--- src/rtl/mvn_pkg.sv ---
// Package for the multi-octave value noise block.
// Holds command and register codes, back-end state type and fixed constants.
// No dependencies.
`default_nettype none

package mvn_pkg;

    localparam logic CMD_WRITE = 1'b0;
    localparam logic CMD_QUERY = 1'b1;

    localparam logic [1:0] REG_OCTAVE_COUNT = 2'd0;
    localparam logic [1:0] REG_OCTAVE_BIAS  = 2'd1;

    localparam logic [3:0]  OCTAVE_COUNT_RESET = 4'd8;
    localparam logic [15:0] OCTAVE_BIAS_RESET  = 16'd8192;
    localparam logic [15:0] BIAS_MIN           = 16'd1024;

    localparam int WEIGHT_FRAC = 28;
    localparam int BIAS_FRAC   = 12;
    localparam int MUL_SPLIT   = 24;

    typedef enum logic [3:0] {
        B_IDLE,
        B_READ,
        B_TOP,
        B_BOT,
        B_INTERP,
        B_ROUND,
        B_MUL_LO,
        B_MUL_HI,
        B_NEXT,
        B_WDIV,
        B_FDIV,
        B_OUT
    } back_state_t;

endpackage

`default_nettype wire

--- src/rtl/mvn_front.sv ---
// Front end: accepts input transfers, classifies them and queues them.
// Uses mvn_pkg.
`default_nettype none

module mvn_front #(
    parameter int GRID_SIZE = 256
) (
    input  wire logic                               clk,
    input  wire logic                               rst_n,
    input  wire logic                               in_valid,
    output logic                                    in_stall,
    input  wire logic                               cmd,
    input  wire logic [7:0]                         pos_x,
    input  wire logic [7:0]                         pos_y,
    input  wire logic [15:0]                        seed_value,
    output logic                                    q_valid,
    output logic                                    q_query,
    output logic [$clog2(GRID_SIZE)-1:0]            q_x,
    output logic [$clog2(GRID_SIZE)-1:0]            q_y,
    output logic [15:0]                             q_seed,
    input  wire logic                               q_pop
);

    localparam int CW    = $clog2(GRID_SIZE);
    localparam int EW    = 1 + 2 * CW + 16;
    localparam int DEPTH = 4;
    localparam int PTRW  = $clog2(DEPTH);

    logic [EW-1:0]   entry_reg [DEPTH];
    logic [PTRW-1:0] wptr_reg, wptr_next;
    logic [PTRW-1:0] rptr_reg, rptr_next;
    logic [PTRW:0]   fill_reg, fill_next;
    logic            push;
    logic [EW-1:0]   head;

    assign in_stall = (fill_reg == (PTRW+1)'(DEPTH));
    assign push     = in_valid && !in_stall;
    assign q_valid  = (fill_reg != '0);
    assign head     = entry_reg[rptr_reg];
    assign q_query  = (head[EW-1] == mvn_pkg::CMD_QUERY);
    assign q_x      = head[EW-2 -: CW];
    assign q_y      = head[EW-2-CW -: CW];
    assign q_seed   = head[15:0];

    always_comb
    begin
        wptr_next = push ? wptr_reg + PTRW'(1) : wptr_reg;
        rptr_next = q_pop ? rptr_reg + PTRW'(1) : rptr_reg;
        fill_next = fill_reg + (PTRW+1)'(push) - (PTRW+1)'(q_pop);
    end

    always_ff @(posedge clk or negedge rst_n)
    begin
        if (!rst_n)
        begin
            wptr_reg <= '0;
            rptr_reg <= '0;
            fill_reg <= '0;
        end
        else
        begin
            wptr_reg <= wptr_next;
            rptr_reg <= rptr_next;
            fill_reg <= fill_next;
        end
    end

    always_ff @(posedge clk)
    begin
        if (push)
        begin
            entry_reg[wptr_reg] <= {cmd, CW'(pos_x), CW'(pos_y), seed_value};
        end
    end

endmodule

`default_nettype wire

--- config.mk ---
export PLATFORM = sky130hd
export DESIGN_NAME = mvn_front
export DESIGN_NICKNAME = d
export VERILOG_FILES = /design/src/rtl/mvn_pkg.sv /design/src/rtl/mvn_front.sv
export SDC_FILE = /design/constraint.sdc
export NUM_CORES = 1
export LEC_CHECK = 0
export BUFFER_PORTS_ARGS = -buffer_cell sky130_fd_sc_hd__buf_2
export CAP_MARGIN = 20
export CORE_MARGIN = 5
export CORE_UTILIZATION = 35
export DETAILED_ROUTE_END_ITERATION = 16
export PLACE_DENSITY_LB_ADDON = 0.08
export SLEW_MARGIN = 20
export SYNTH_ARGS = -nofsm -noshare
export SYNTH_HDL_FRONTEND = slang
export SYNTH_SLANG_ARGS = --single-unit
--- constraint.sdc ---
create_clock -name clk -period 3.9 [get_ports clk]
set_input_delay 0.78 -clock clk [delete_from_list [all_inputs] [get_ports clk]]
set_output_delay 0.78 -clock clk [all_outputs]
set_load 0.02 [all_outputs]
Yosys cells after proc, flatten, opt, wreduce, memory -nomap -nowiden
Memory sizes are Yosys's and may differ from the RTL's.
Index checks and enable logic that the tools add are counted.
{"block": "totals", "ff_bits": 7, "mem_bits_rw": 132, "input_bits": 37, "output_inout_bits": 35, "wordCells": 14, "mem_count": 1}
{"name": "entry_reg", "words": 4, "width": 33, "rd": 1, "rd_clocked_by_memory_dff": 0, "wr": 1, "line": "mvn_front.sv:29", "text": "logic [EW-1:0] entry_reg [DEPTH];"}
{"block": "classes", "addsub": 4, "n_eq_ne": 1, "n_mux": 2, "reduce_logical": 3}
{"op": "2-bit by 1-bit adder with 2-bit output (second input constant)", "n": 2}
{"op": "3-bit by 1-bit adder with 3-bit output", "n": 1}
{"op": "3-bit == test (second input constant)", "n": 1}
{"op": "3-bit nonzero test", "n": 1}
{"op": "3-bit by 1-bit subtractor with 3-bit output", "n": 1}
{"op": "1-bit two-way mux", "n": 2}
{"op": "1-bit logical AND", "n": 1}
{"op": "1-bit logical NOT", "n": 1}

Longest topological paths before layout
{"block": "logic_depth", "depth_word": 5, "ltp_mapped": 7, "ltp_nobuf": 7}

Worst setup path before layout
OpenSTA, ideal clock, no wires.
{"block": "synth_timing", "path_kind": "input port to flip-flop", "startpoint": "in in_valid", "endpoint": "mem entry_reg[0][0] (netlist bit) (enable)", "setup_ps": 471, "t_arrival_ps": 3305, "required_time_ps": 3429, "setup_slack_ps": 124, "cell_stages": 2, "path_buffers": 0, "cell_sequence": "inv_1 nor3b_1"}
{"block": "synth_via", "elab_chain_cells": 3}
{"item": "from (decl)", "line": "mvn_front.sv:10", "text": "input wire logic in_valid,"}
{"item": "1-bit logical AND", "line": "mvn_front.sv:37", "text": "assign push = in_valid && !in_stall;"}
{"item": "1-bit two-way mux", "line": "mvn_front.sv:70", "text": "if (push)"}
{"item": "1-bit two-way mux (implied by the code)", "line": "mvn_front.sv:72", "text": "entry_reg[wptr_reg] <= {cmd, CW'(pos_x), CW'(pos_y), seed_value};"}
{"item": "to (decl)", "line": "mvn_front.sv:29"}
Every way passes these cells.

Worst setup path after layout
{"block": "layout_timing", "startpoint": "reg rptr_reg[0]", "endpoint": "out q_seed[1]"}
{"block": "layout_via", "elab_chain_cells": 1}
{"item": "from (decl)", "line": "mvn_front.sv:31", "text": "logic [PTRW-1:0] rptr_reg, rptr_next;"}
{"item": "from (signal assigned)", "line": "mvn_front.sv:63", "text": "rptr_reg <= rptr_next;"}
{"item": "memory 4 x 33 bit"}
{"item": "to (decl)", "line": "mvn_front.sv:20", "text": "output logic [15:0] q_seed,"}
Every way passes these cells.

==> metrics.md <==
| Metric | Value |
|---|---|
| Synthesized instance count | `215` |
| Avg Cell Area, Syn | `24.5 sq um` |
| Number of DRC violations after detailed routing | `0` |
| Remaining Overflow, GRT | `0` |
| CTS tree | `yes` |
| Number of endpoints with negative hold slack in the final report | `0` |
| Number of max-cap violations | `0` |
| Number of warning messages in the yosys log | `0` |
| Std-Cell Core Area | `0.0146 sq mm` |
| Biggest fanout along the worst timing path | `18` |
| VDD IR-drop max | `0.000319 V` |
| Final total negative setup slack | `0 ps` |
| Die boundary width | `133 microns` |
| Routed len/inst | `19.1 microns` |
| Iter 0 DRT Violations | `90` |
| Number of global-route vias before repair | `2705` |
| Remaining antenna violation count | `0` |
| Placement-stage worst setup slack | `1200 ps` |
| Kind of critical path | `flip-flop to primary output` |
| Unique masters post-synth | `19` |
| Startpoint of the most critical register-to-register path | `fill_reg[1]` |
| I/O pin count | `72` |
| Placed wire-length estimate | `6050 microns` |
| Launching element type of the critical path | `flip-flop` |
| Port bufs | `71` |
| Clock Pin Slew Worst Setup and Hold Paths | `60 ps` |
| Via density | `4.81` |
| Worst-path cell with the longest stage delay | `dfrtp_2` |
| Worst path buffer plus inverter count | `2` |
| Period utilisation layout | `0.777` |
| GRT Util Overall | `0.118` |
| Total via count after detailed routing | `2424` |
| Fill cell total of the finished layout | `1267` |
| Run status | `complete, no violations` |
| Sequential fraction of the synthesis area | `0.784` |
| RD Place Congestion | `0.706` |
| Type of the worst min-delay path | `input port to async pin` |
| Number of iterations in the first detailed-routing pass | `4` |
| Synthesis-to-layout area growth | `21.8%` |
| Leading cell type in the layout, fill and taps excluded | `edfxtp_1` |
| Nature of the critical path endpoint | `primary output` |
| Reg-to-reg slack, setup | `1840 ps` |
| Area enclosed by the die boundary | `0.0176 sq mm` |
| Final worst-path setup slack | `870 ps` |
| Ratio of total power to cell area | `797 mW/mm^2` |
| Clock tree root buffer cell | `clkbuf_16` |
| Die extent in y | `133 microns` |
| Clock tree buffer depth | `2` |
| Final Net Count | `350` |
| Data required time at the worst endpoint | `3120 ps` |
| Final setup skew | `5.37 ps` |
| Setup fix buffers added after clock tree synthesis | `0` |
| H-tree depth reported by CTS | `4` |
| Synth Cell Area | `0.00528 sq mm` |
| Worst Tran Pin Value | `919 ps` |
| Setup Viol. Count Final | `0` |
| Setup repair after global routing missed its margin | `false` |
| Slew margin rel. | `0.387` |
| Flip-flop count of the largest register after layout | `132` |
| Hold-fix buffers at CTS | `0` |
| Synthesized Nets | `258` |
| Count of cells along the worst register-to-register path | `7` |
| Initial standard-cell utilization of the core | `0.360` |
| Floorplan row count | `44` |
| Kind of cell adding the most delay to the critical path | `flip-flops` |
| Worst-skew pair later-pin latency | `410 ps` |
| Max frequency | `330 MHz` |
| Diode count | `0` |
| Arr. time, crit path | `2250 ps` |
| Final worst path period need | `3030 ps` |
| Layout cells sized above 1 | `0.459` |
| Sink count of the clock tree | `139` |
| Lkg Pwr | `2.25 nW` |
| Pin count of the biggest net entering global routing | `35` |
| Number of antenna violations at the first check in global routing | `0` |
| Number of buffers added by the clock tree synthesis step | `17` |
| R2r endpoint | `fill_reg[2]` |
| Flip-flop and latch count after synthesis | `139` |
| Total wire length | `9630 microns` |
| Pins over their slew limit | `0` |
| First-pass GRT wire length | `15400 microns` |
| Cts repair resizes | `0` |
| Most used cells in the layout excluding fill and tap cells | `132 x edfxtp_1, 71 x buf_2, 28 x mux4_2` |
| Delay of the slowest cell on the worst path | `730 ps` |
| Cell breakdown of the critical path | `buf_4, mux4_1, buf_2` |
[synthesized netlist by cell type]
master	number	area, sq um
fa_1	1	20.0
buf_2	4	20.0
inv_1	5	18.8
or3_1	1	6.26
buf_12	3	60.1
o211ai_1	3	22.5
nor3b_2	1	12.5
xnor2_1	3	26.3
ha_1	5	62.6
nor3b_1	4	30.0
nand2_1	3	11.3
nand4bb_1	3	33.8
mux4_2	28	631
edfxtp_1	132	3960
mux4_1	5	131
dfrtp_1	7	175
buf_6	1	11.3
xor2_1	1	8.76
nand2b_1	5	31.3
[stage by stage]
step	total power (W)	util	hold WS [ps]	cells	cell area, sq um
finish	0.00512	0.439	197	504	6420
global route	0.00541	0.439	180	504	6420
CTS	0.00523	0.439	183	504	6420
detailed placement	0.00374	0.401	600	472	5870
global placement	0.00372	0.401	584	472	5870
floorplan	0.00327	-	484	215	5280
[worst register-to-register path, delay by kind of cell, from the launching register on]
| family | cells | cell delay (ps) |
|---|---|---|
| AND/OR/NAND/NOR | 1 | 620 |
| buffers and inverters | 1 | 60 |
| AO/OA/AOI/OAI | 1 | 190 |
| flip-flops | 1 | 460 |
| adder cells (fa/ha/maj) | 2 | 380 |
| XOR/XNOR | 2 | 270 |
[routing by layer]
metal  up-vias  routed length [microns]  part of all wire  track usage
met4         0                      114             0.012       0.0433
met3        11                      443             0.046       0.0452
met2        60                     4950              0.51        0.194
met1      1264                     4120              0.43        0.142
li1       1089                        -                 -            -
met5         -                        0                 0            0
[final cells by class]
type	instances	area (sq um)	area share
multi-input cells	63	1050	0.163
flip-flops and latches	139	4140	0.645
inverters	5	18.8	0.00292
clock inverters	12	100	0.0156
clock buffers	20	457	0.0711
well taps	184	230	0.0358
repair buffers	81	430	0.0670
[how the worst max path moves through the flow]
stage | cells after the start | start | to | slack [ps]
floorplan | 2 | in_valid | entry_reg[0][0] | 120
global placement | 3 | rptr_reg[0] | q_seed[1] | 1190
detailed placement | 3 | rptr_reg[0] | q_seed[1] | 1200
CTS | 3 | rptr_reg[0] | q_seed[1] | 760
global route | 3 | rptr_reg[0] | q_seed[1] | 690
finish | 3 | rptr_reg[0] | q_seed[1] | 870
[logic make-up after synthesis]
kind of cell / share of synthesized area
multiplexers: 0.144
AO/OA/AOI/OAI: 0.00427
AND/OR/NAND/NOR: 0.0237
adder cells (fa/ha/maj): 0.0157
buffers and inverters: 0.0209
flip-flops: 0.784
XOR/XNOR: 0.00664
[power breakdown]
part	internal [W]	switching [W]
Sequential	0.00198	0.000225
Clock	0.000904	0.000575
Combinational	0.000651	0.000793
Total	0.00353	0.00159
(Power assumes the default switching activity.)
